<file path="src/rtl/utfb_pkg.sv">
// Shared types and constants for the UART transmitter with byte queue.
// Used by every module of the block; depends on nothing else.
package utfb_pkg;

  localparam int DEFAULT_FIFO_DEPTH = 8;
  localparam int DEFAULT_BREAK_LEN  = 10;
  localparam int DATA_BITS          = 8;
  localparam int QUEUED_W           = 4;

  // Item opcodes.
  localparam logic OP_TICK  = 1'b0;
  localparam logic OP_WRITE = 1'b1;

  // Queue status seen by the controller.
  typedef struct packed {
    logic                 empty;
    logic                 full;
    logic [DATA_BITS-1:0] head;
  } q_status_t;

  // Queue requests from the controller.
  typedef struct packed {
    logic                 push;
    logic                 pop;
    logic [DATA_BITS-1:0] wdata;
  } q_ctrl_t;

endpackage

</file>
<file path="src/rtl/uart_tx_fifo_break.sv">
// Top level of the bit-timed 8N1 UART transmitter with byte queue and break.
// Instantiates utfb_ctrl and utfb_queue; depends on utfb_pkg.
//
// Each input word is either one bit-time tick (opcode 0) or a byte write
// (opcode 1), and each produces exactly one result word carrying the serial
// line level, the idle flag, whether a write was taken, and the queue count
// (masked to four bits). The block takes one word per clock cycle for as long
// as results are taken: a word is first captured in an input register, and once
// the result register is free the sequencer, the queue and the result register
// update together from it, while the input register takes the next word.
// The queue is a FIFO_DEPTH-entry memory whose head word is read
// ahead into a register, so that the pop on the stop-bit tick never waits on
// the memory. A write to an idle transmitter starts the byte at once and
// does not use a queue slot; a write while busy is queued, or refused when the
// queue is full. A break request on any write is remembered and turns the next
// write that finds the transmitter idle into a break of BREAK_LEN ticks low,
// dropping that byte. There are no configuration registers.
module uart_tx_fifo_break #(
  parameter int FIFO_DEPTH = utfb_pkg::DEFAULT_FIFO_DEPTH,
  parameter int BREAK_LEN  = utfb_pkg::DEFAULT_BREAK_LEN
) (
  input  logic                            clk,
  input  logic                            rst,
  input  logic                            in_valid,
  output logic                            in_ready,
  input  logic                            opcode,
  input  logic [utfb_pkg::DATA_BITS-1:0]  data_byte,
  input  logic                            break_request,
  output logic                            out_valid,
  input  logic                            out_ready,
  output logic                            tx_line,
  output logic                            idle,
  output logic                            accepted,
  output logic [utfb_pkg::QUEUED_W-1:0]   queued
);
  import utfb_pkg::*;

  // Input register.
  logic                 item_valid;
  logic                 op_q;
  logic [DATA_BITS-1:0] data_q;
  logic                 brk_q;

  // The captured word is processed when the result register is free or
  // is being emptied in this same cycle.
  logic advance;
  assign advance  = item_valid && (!out_valid || out_ready);
  assign in_ready = !item_valid || advance;

  q_ctrl_t              q_ctrl;
  q_status_t            q_status;
  logic                 empty_next;
  logic [QUEUED_W-1:0]  queued_next;
  logic                 line_next;
  logic                 done_next;
  logic                 accepted_next;

  utfb_ctrl #(
    .BREAK_LEN(BREAK_LEN)
  ) u_ctrl (
    .clk           (clk),
    .rst           (rst),
    .go            (advance),
    .opcode        (op_q),
    .data_byte     (data_q),
    .break_request (brk_q),
    .q_status      (q_status),
    .q_ctrl        (q_ctrl),
    .line_next     (line_next),
    .done_next     (done_next),
    .accepted_next (accepted_next)
  );

  utfb_queue #(
    .FIFO_DEPTH(FIFO_DEPTH)
  ) u_queue (
    .clk         (clk),
    .rst         (rst),
    .ctrl        (q_ctrl),
    .status      (q_status),
    .empty_next  (empty_next),
    .queued_next (queued_next)
  );

  // Input register: control bit reset, payload captured on acceptance.
  always_ff @(posedge clk) begin
    if (rst) begin
      item_valid <= 1'b0;
    end else if (in_ready) begin
      item_valid <= in_valid;
    end
    if (in_valid && in_ready) begin
      op_q   <= opcode;
      data_q <= data_byte;
      brk_q  <= break_request;
    end
  end

  // Result register.
  always_ff @(posedge clk) begin
    if (rst) begin
      out_valid <= 1'b0;
    end else if (advance) begin
      out_valid <= 1'b1;
    end else if (out_ready) begin
      out_valid <= 1'b0;
    end
    if (advance) begin
      tx_line  <= line_next;
      idle     <= done_next && empty_next;
      accepted <= accepted_next;
      queued   <= queued_next;
    end
  end

endmodule

</file>
<file path="src/rtl/utfb_queue.sv">
// Byte queue: circular buffer memory with read and write pointers and a fill count.
// The head word is prefetched into a register so a pop never waits on the memory.
// Depends on utfb_pkg.
module utfb_queue #(
  parameter int FIFO_DEPTH = utfb_pkg::DEFAULT_FIFO_DEPTH
) (
  input  logic                              clk,
  input  logic                              rst,
  input  utfb_pkg::q_ctrl_t                 ctrl,
  output utfb_pkg::q_status_t               status,
  output logic                              empty_next,
  output logic [utfb_pkg::QUEUED_W-1:0]     queued_next
);
  import utfb_pkg::*;

  localparam int AW = $clog2(FIFO_DEPTH);
  localparam int FW = $clog2(FIFO_DEPTH + 1);
  localparam logic [AW-1:0] LAST = AW'(FIFO_DEPTH - 1);

  logic [DATA_BITS-1:0] mem [FIFO_DEPTH];
  logic [AW-1:0] wr_ptr, wr_ptr_next;
  logic [AW-1:0] rd_ptr, rd_ptr_next;
  logic [FW-1:0] fill, fill_next;
  logic [DATA_BITS-1:0] head;

  always_comb begin
    wr_ptr_next = wr_ptr;
    rd_ptr_next = rd_ptr;
    fill_next   = fill;
    if (ctrl.push) begin
      wr_ptr_next = (wr_ptr == LAST) ? '0 : wr_ptr + 1'b1;
      fill_next   = fill + 1'b1;
    end
    if (ctrl.pop) begin
      rd_ptr_next = (rd_ptr == LAST) ? '0 : rd_ptr + 1'b1;
      fill_next   = fill - 1'b1;
    end
  end

  assign empty_next    = (fill_next == '0);
  assign queued_next   = QUEUED_W'(fill_next);
  assign status.empty  = (fill == '0);
  assign status.full   = (fill == FW'(FIFO_DEPTH));
  assign status.head   = head;

  always_ff @(posedge clk) begin
    if (rst) begin
      wr_ptr <= '0;
      rd_ptr <= '0;
      fill   <= '0;
    end else begin
      wr_ptr <= wr_ptr_next;
      rd_ptr <= rd_ptr_next;
      fill   <= fill_next;
    end
  end

  // Memory write port and registered read of the next head, with forwarding
  // of a word written into the slot that becomes the head.
  always_ff @(posedge clk) begin
    if (ctrl.push) begin
      mem[wr_ptr] <= ctrl.wdata;
    end
    if (ctrl.push && (wr_ptr == rd_ptr_next)) begin
      head <= ctrl.wdata;
    end else begin
      head <= mem[rd_ptr_next];
    end
  end

endmodule

</file>
<file path="src/rtl/utfb_ctrl.sv">
// Transmit sequencer: phase machine, shift register, bit counter, line level
// and sticky break request. Depends on utfb_pkg.
module utfb_ctrl #(
  parameter int BREAK_LEN = utfb_pkg::DEFAULT_BREAK_LEN
) (
  input  logic                            clk,
  input  logic                            rst,
  input  logic                            go,
  input  logic                            opcode,
  input  logic [utfb_pkg::DATA_BITS-1:0]  data_byte,
  input  logic                            break_request,
  input  utfb_pkg::q_status_t             q_status,
  output utfb_pkg::q_ctrl_t               q_ctrl,
  output logic                            line_next,
  output logic                            done_next,
  output logic                            accepted_next
);
  import utfb_pkg::*;

  localparam int BW = $clog2(BREAK_LEN + 1);

  typedef enum logic [2:0] {
    PH_IDLE,
    PH_START,
    PH_BYTE,
    PH_STOP,
    PH_BREAK
  } phase_t;

  phase_t               phase, phase_next;
  logic [BW-1:0]        bit_index, bit_index_next;
  logic [DATA_BITS-1:0] shift_reg, shift_reg_next;
  logic                 line_level, line_level_next;
  logic                 break_pending, break_pending_next;
  logic                 bp;

  always_comb begin
    phase_next         = phase;
    bit_index_next     = bit_index;
    shift_reg_next     = shift_reg;
    line_level_next    = line_level;
    break_pending_next = break_pending;
    bp                 = break_pending | break_request;
    q_ctrl.push        = 1'b0;
    q_ctrl.pop         = 1'b0;
    q_ctrl.wdata       = data_byte;
    accepted_next      = 1'b0;
    if (go) begin
      if (opcode == OP_WRITE) begin
        break_pending_next = bp;
        if (phase == PH_IDLE) begin
          accepted_next   = 1'b1;
          line_level_next = 1'b0;
          bit_index_next  = '0;
          if (bp) begin
            phase_next         = PH_BREAK;
            break_pending_next = 1'b0;
          end else begin
            shift_reg_next = data_byte;
            phase_next     = PH_BYTE;
          end
        end else if (!q_status.full) begin
          q_ctrl.push   = 1'b1;
          accepted_next = 1'b1;
        end
      end else begin
        unique case (phase)
          PH_START: begin
            line_level_next = 1'b0;
            phase_next      = PH_BYTE;
            bit_index_next  = '0;
          end
          PH_BYTE: begin
            if (bit_index < BW'(DATA_BITS)) begin
              line_level_next = shift_reg[0];
              shift_reg_next  = shift_reg >> 1;
              bit_index_next  = bit_index + 1'b1;
            end else begin
              line_level_next = 1'b1;
              phase_next      = PH_STOP;
            end
          end
          PH_STOP: begin
            if (!q_status.empty) begin
              shift_reg_next = q_status.head;
              q_ctrl.pop     = 1'b1;
              phase_next     = PH_START;
            end else begin
              phase_next = PH_IDLE;
            end
          end
          PH_BREAK: begin
            if (bit_index < BW'(BREAK_LEN)) begin
              bit_index_next = bit_index + 1'b1;
            end else begin
              line_level_next = 1'b1;
              phase_next      = PH_STOP;
            end
          end
          default: begin
          end
        endcase
      end
    end
  end

  assign line_next = line_level_next;
  assign done_next = (phase_next == PH_IDLE);

  always_ff @(posedge clk) begin
    if (rst) begin
      phase         <= PH_IDLE;
      bit_index     <= '0;
      shift_reg     <= '0;
      line_level    <= 1'b1;
      break_pending <= 1'b0;
    end else begin
      phase         <= phase_next;
      bit_index     <= bit_index_next;
      shift_reg     <= shift_reg_next;
      line_level    <= line_level_next;
      break_pending <= break_pending_next;
    end
  end

endmodule

</file>
<file path="config.mk">
export PLATFORM = sky130hd
export DESIGN_NAME = uart_tx_fifo_break
export DESIGN_NICKNAME = d
export VERILOG_FILES = /design/src/rtl/utfb_pkg.sv /design/src/rtl/uart_tx_fifo_break.sv /design/src/rtl/utfb_queue.sv /design/src/rtl/utfb_ctrl.sv
export SDC_FILE = /design/constraint.sdc
export NUM_CORES = 1
export LEC_CHECK = 0
export BUFFER_PORTS_ARGS = -buffer_cell sky130_fd_sc_hd__buf_2
export CAP_MARGIN = 20
export CORE_MARGIN = 1
export CORE_UTILIZATION = 50
export DETAILED_ROUTE_END_ITERATION = 6
export MAX_ROUTING_LAYER = met4
export PLACE_DENSITY = 0.7
export SLEW_MARGIN = 15
export SYNTH_ARGS = -nofsm -noshare
export SYNTH_HDL_FRONTEND = slang
export SYNTH_SLANG_ARGS = --single-unit
export TNS_END_PERCENT = 30
</file>
<file path="constraint.sdc">
create_clock -name clk -period 2.4 [get_ports clk]
set_clock_uncertainty 0.2 [all_clocks]
set_input_delay 0.36 -clock clk [delete_from_list [all_inputs] [get_ports clk]]
set_output_delay 0.36 -clock clk [all_outputs]
set_load 0.005 [all_outputs]
</file>
==> run summary, run 1 <==
* top cell types by occurrence after synthesis: edfxtp_1, dfxtp_1, nor2_1, nor3_1, mux4_2
* per-cell via count in the routed design: 5.638
* minimum hold slack: 0.01401 ns
* worst path arrival time: 2.48 ns
* number of placement rows: 35
* destination of the worst register-to-register timing path: u_ctrl.shift_reg[4]
* routed length per instance: 18.52 µm
* Global Route Usage Sum: 22.80%
* Cell Area, Placed: 5196 µm²
* die area: 10020 µm²
* share of Yosys cell area claimed by the top area cell type: 50.55%
* area inside the core boundary: 9284 µm²
* vias after detailed routing: 3050
* final design instance area without fill: 6016 µm²
* register area share after synthesis: 63.86%
* multi-input logic area: 1667 µm²
* Post-synth EDFFs: 81
* RSZ-0062 raised after global routing: true
* instance count along the most critical hold path: 3
* cell types with the largest area share after synthesis: edfxtp_1, dfxtp_1, mux4_2
* boundary pin count: 23
* Hold/Removal Path Class: primary input to register
* element type at the critical path end: register
* synthesized instance count: 338
* number of fill cells in the layout: 668
* FF-to-FF setup slack: 0.1 ns
* maximum number of pins on one net before global-route repair: 30
* Worst-path clk slew: 0.06 ns
* worst max-slew margin expressed relative to the limit: 59.16%
* Worst Min Path Start: out_ready
* Syn Std Cell Area: 4812 µm²
* final period demand of the worst path: 2.302 ns
* FF-to-FF Start: u_ctrl.phase[1]
* layout overhead on the synthesized area: 25.01%
* Avg Inst Size Synth: 14.24 µm²
* Reg area: 3074 µm²
* number of synthesized register bits: 113
* crit path kind: register to register
* clock sink count: 113
* sort of element at the start of the critical path: register
* wire length of the first global-routing pass: 15.88 mm
* dominant cell type by area after synthesis: edfxtp_1
* Die X-Extent: 100.1 µm
* max-cap violations: 0
* slowest stage delay, CP: 0.44 ns
* clock tree from TritonCTS: yes
* async set-reset flop share out of synthesis: 0%
* number of global-route vias before repair: 2935
* synth warn: 0
* post-detailed-routing wire length: 10.02 mm
* die height: 100.1 µm
* Worst Tran Pin Value: 0.6126 ns
* final antenna-violating net count: 0
* upper clock frequency limit: 434.3 MHz
* critical-path maximum fanout: 6
* CP max stage cell: or3_1
* required time at the endpoint of the critical path: 2.57 ns
* Inserted Diodes: 0
* number of buffers created by CTS: 17
* power consumption: 5.082 mW
* number of hold violations in the final report: 0
* clock latency reported for the late side of the worst-skew pair: 0.52 ns
* Nets: 420
* number of flip-flops in the largest register: 64
* dominant register cell in the synthesized netlist: edfxtp_1
* DRC violation count after routing: 0
* root buffer cell: clkbuf_8
* FF-to-FF path depth: 6
* number of port buffers: 22
* critical path cell sequence: or3_1 -> o31ai_2 -> o311ai_4 -> buf_4 -> a211oi_1 -> nor3_1
* number of optimization iterations in the first detailed-route pass: 4
* static leakage: 2.150 nW
* number of distinct standard cells referenced by the synthesized netlist: 65
* total power divided by cell area: 844.9 nW/µm²
* run status: complete, no violations
* Placer Congestion: 0.8362
* Hold Crit Endpoint: out_valid
* iteration-0 DRC count of the detailed router: 176
* Syn Nets: 359
* post-route clock period utilization: 95.94%
* half-perimeter wire length of the detailed placement result: 6.438 mm
* number of antenna violations at the first check in global routing: 0
* share of cells above drive strength 1: 29.13%
* most frequent cell after synthesis: edfxtp_1
* Clock Path Buffers: 2
* effective utilization at floorplan: 51.83%
* Final Setup Violations: 0
* count of H-tree levels built during CTS: 4
* max-slew violation count: 0
* overflow left after global routing: 0
* peak ir drop on the vdd network: 0.0006730 V
stage by stage:
stage / utilization, % / setup TNS [ns] / worst slack [ns] / cells
final: 64.80 / 0 / 0.09752 / 541
after global routing: 64.80 / -0.05831 / -0.04138 / 541
after CTS: 64.16 / 0 / 0.005755 / 539
after detailed placement: 55.97 / -0.01688 / -0.01688 / 496
after global placement: 55.97 / 0 / 0.1086 / 496
after floorplan: - / 0 / 0.01460 / 338
worst max-delay path: cells and delay by family (launching register included):
| kind | cells | cell delay (ns) |
|---|---|---|
| AO/OA/AOI/OAI | 3 | 0.86 |
| buffers and inverters | 1 | 0.20 |
| flip-flops | 1 | 0.36 |
| AND/OR/NAND/NOR | 2 | 0.54 |
layer usage:
| layer | up-vias | part of all wire, % | global-route usage, % |
|---|---|---|---|
| met5 | - | 0 | - |
| met4 | 0 | 1.4 | 9.699 |
| met2 | 102 | 47 | 32.73 |
| li1 | 1431 | - | - |
| met1 | 1506 | 46 | 31.36 |
| met3 | 11 | 5.9 | 5.362 |
cells by family (layout without fill, tap and decap cells):
family                     Yosys count  count (layout)  share of synthesized area (%)
AOI/OAI and AO/OA                   62              62                          9.361
xor gates and xnor gates             4               4                         0.8842
adders and majority gates            7               7                          1.820
buffers and inverters               28             102                          2.652
DFF                                113             113                          63.86
muxes                               32              32                          10.89
and+or+nand+nor                     92              92                          10.53
worst max-delay path by stage:
stage,from,to,slack (ns),depth (start not counted)
after floorplan,u_queue.fill[1],u_queue.mem[1][0],0.01,5
after global placement,u_queue.fill[0],idle,0.11,7
after detailed placement,u_queue.fill[1],idle,-0.02,7
after CTS,u_queue.fill[1],u_ctrl.shift_reg[5],0.006,8
after global routing,u_queue.fill[0],idle,-0.04,8
final,u_ctrl.phase[1],u_ctrl.shift_reg[4],0.1,6
timing repair:
action,in CTS,in global routing
hold buffers,11,0
gates resized for setup,1,8
buffers inserted,0,2
hold endpoints to repair,11,0
setup endpoints to repair,3,15
pin swaps,0,4
layout by cell type, fill, tap and decap left out, types with 3 or more instances in the layout:
cell | synthesis | routed
dfxtp_1 | 32 | 31
nor2_1 | 31 | 30
bufinv_16 | 0 | 5
nand2_1 | 7 | 7
edfxtp_1 | 81 | 81
nand3_1 | 3 | 3
mux2i_1 | 13 | 13
buf_2 | 6 | 22
mux4_2 | 16 | 16
clkbuf_16 | 0 | 16
o21ai_0 | 12 | 12
dlygate4sd3_1 | 0 | 11
a21oi_1 | 13 | 13
a211oi_1 | 10 | 10
inv_1 | 9 | 9
clkinv_4 | 0 | 3
inv_6 | 0 | 4
o21ai_1 | 3 | 3
ha_1 | 7 | 6
mux2_2 | 3 | 3
buf_4 | 2 | 25
nor3_1 | 18 | 18
nand2b_1 | 7 | 7
nor2b_1 | 6 | 6
area by class of cell:
type / count / share of cell area, %
Clock inverter: 14 / 3.765
Sequential cell: 113 / 51.10
Inverter: 11 / 0.6864
Timing Repair Buffer: 59 / 7.113
Tap cell: 129 / 2.683
Clock buffer: 18 / 6.947
Multi-Input combinational cell: 197 / 27.70
where the power goes:
part	internal (mW)	switching [mW]	total, mW
Clock	1.81	0.913	2.72
Sequential	2.13	0.0362	2.16
Combinational	0.0879	0.112	0.200
Note: power is estimated with default switching activity, not from simulation.
==> run 2, diff against run 1 <==
SLEW_MARGIN = 20   (was 15)
SYNTH_HIERARCHICAL = 1   (was default)
==> run 2 against run 1 <==
Effect of this change:
- design area rose by 3.4%
- die area rose by 4.3%
- via count rose by 0.82%
- synthesized area rose by 4.4%
- sequential power barely moved
==> run summary, run 2 <==
* run status: complete, no violations
* number of fill cells in the layout: 715
* cell types with the largest area share after synthesis: edfxtp_1, dfxtp_1, mux4_1
* synthesized instance count: 354
* final antenna-violating net count: 0
* upper clock frequency limit: 431.3 MHz
* iteration-0 DRC count of the detailed router: 96
* crit path kind: register to register
* clock sink count: 113
* Global Route Usage Sum: 21.15%
* Placer Congestion: 0.8540
* dominant cell type by area after synthesis: edfxtp_1
* final period demand of the worst path: 2.319 ns
* top cell types by occurrence after synthesis: edfxtp_1, dfxtp_1, nor2_1, nand2_1, o21ai_0
* power share of the combinational group: 3.4%
* number of optimization iterations in the first detailed-route pass: 4
* wire length of the first global-routing pass: 15.08 mm
* vias after detailed routing: 3075
* synth warn: 6
* Flop pwr share: 46.3%
* switching share of power: 20.53%
* sort of element at the start of the critical path: register
* number of flip-flops in the largest register: 64
* required time at the endpoint of the critical path: 2.47 ns
* DRC violation count after routing: 0
* total power divided by cell area: 745.5 nW/µm²
* static leakage: 2.292 nW
* Clock Path Buffers: 2
* peak ir drop on the vdd network: 0.0006214 V
* Nets: 436
* leading cell types in the layout, fill and taps excluded: edfxtp_1, dfxtp_1, buf_4, buf_2
* Syn Nets: 375
* post-route clock period utilization: 96.61%
* share of cells above drive strength 1: 29.67%
* Clk network pwr share: 50.3%
* net switching power: 952.2 µW
* Worst Tran Pin Value: 0.4963 ns
* number of hold violations in the final report: 0
* most common cell after layout, fill and taps aside: edfxtp_1
* async set-reset flop share out of synthesis: 0%
* dominant register cell in the synthesized netlist: edfxtp_1
* clock tree from TritonCTS: yes
* max-cap violations: 0
* die area: 10450 µm²
* number of antenna violations at the first check in global routing: 0
* post-detailed-routing wire length: 9.790 mm
* clock latency reported for the late side of the worst-skew pair: 0.52 ns
* TNS Setup: 0 ns
* Post-synth EDFFs: 81
* Final Setup Violations: 0
* effective utilization at floorplan: 51.41%
* element type at the critical path end: register
* internal power summed over all cells: 3.686 mW
* Avg Inst Size Synth: 14.19 µm²
* Worst-path clk slew: 0.05 ns
* number of distinct standard cells referenced by the synthesized netlist: 62
* number of buffers created by CTS: 17
* number of placement rows: 36
* power consumption: 4.638 mW
* Syn Std Cell Area: 5025 µm²
* boundary pin count: 23
* per-cell via count in the routed design: 5.481
* root buffer cell: clkbuf_8
* Hold/Removal Path Class: primary input to register
* overflow left after global routing: 0
* number of port buffers: 22
* count of H-tree levels built during CTS: 4
* worst max-slew margin expressed relative to the limit: 66.92%
* register area share after synthesis: 61.16%
* share of Yosys cell area claimed by the top area cell type: 48.41%
* critical-path maximum fanout: 9
* max-slew violation count: 0
* Inserted Diodes: 0
* routed length per instance: 17.45 µm
* worst path arrival time: 2.39 ns
* maximum number of pins on one net before global-route repair: 27
* die height: 102.2 µm
* half-perimeter wire length of the detailed placement result: 6.138 mm
* Die X-Extent: 102.2 µm
* number of global-route vias before repair: 2985
* area inside the core boundary: 9774 µm²
* number of synthesized register bits: 113
* layout overhead on the synthesized area: 23.80%
* minimum hold slack: 0.08438 ns
* most frequent cell after synthesis: edfxtp_1
-- run 2: cell count changes in the layout (fill, tap and decap cells not counted), moves of 7 or more --
cell	before	now
mux4_1	0	15
a211oi_1	10	2
nor3_1	18	2
mux2_2	3	10
mux4_2	16	1
nand2_1	7	19
nor2b_1	6	14
o21ai_0	12	19
nor2_1	30	18
-- run 2: final timing paths --
check	start	end	slack (ns)	cells past startpoint
setup reg to reg	u_queue/fill[0]	idle	0.08	9
setup / recovery	u_queue/fill[0]	idle	0.08	9
hold / removal	rst	u_queue/wr_ptr[0]	0.08	2
hold reg to reg	u_ctrl/shift_reg[1]	u_ctrl/shift_reg[1]	0.29	1
-- run 2: logic make-up after synthesis --
group | share of synthesized area [%]
flops | 61.16
simple gates | 12.30
compound gates | 7.620
mux | 12.72
buf+inv | 3.934
fa+ha+maj | 1.743
xor+xnor | 0.5230
-- run 2: what timing repair did --
action / in CTS / in global routing
buffers inserted: 0 / 5
endpoints found under the setup margin: 0 / 35
hold endpoints to repair: 12 / 0
hold buffers: 13 / 0
resized for setup: 0 / 10
-- run 2: area by class of cell --
type	count	area (µm²)	area share, %
clock inverter	11	115.1	1.850
sequential	113	3073	49.40
clock buffer	21	439.2	7.060
tap	133	166.4	2.675
timing repair buffer	67	546.8	8.789
multi-input combinational	209	1854	29.81
inverter	7	26.28	0.4224
-- run 2: stage by stage --
stage | instances | cell area (µm²) | utilization (%) | setup slack, ns
after floorplan | 354 | 5087 | - | -0.009925
after global placement | 511 | 5450 | 55.76 | 0.02423
after detailed placement | 511 | 5450 | 55.76 | -0.01715
after CTS | 556 | 6135 | 62.76 | 0.02935
after global routing | 561 | 6221 | 63.65 | -0.01535
final | 561 | 6221 | 63.65 | 0.08140
-- run 2: metal layers --
| layer | up-vias | global-route usage (%) | share of wire, % |
|---|---|---|---|
| li1 | 1473 | - | - |
| met1 | 1518 | 23.46 | 42 |
| met2 | 63 | 34.23 | 51 |
| met3 | 21 | 5.540 | 3.5 |
| met4 | 0 | 12.86 | 3.0 |
| met5 | - | - | 0 |
-- run 2: critical path, cell delays in order, from the launching register on --
cell      delay [ns]
dfxtp_1         0.32
inv_1           0.05
ha_1            0.23
nor3b_2         0.19
nor3_2          0.30
buf_6           0.18
and4b_1         0.20
a211oi_2        0.22
a211oi_2        0.05
and2_1          0.14
-- run 2: power by group through the flow --
stage          combinational [mW]  clock, mW  sequential, mW
2_1_floorplan               0.109          0            2.17
3_3_place_gp                0.137          0            2.19
6_report                    0.158       2.33            2.15
3_5_place_dp                0.140          0            2.19
4_1_cts                     0.157       2.37            2.15
5_1_grt                     0.174       2.46            2.15
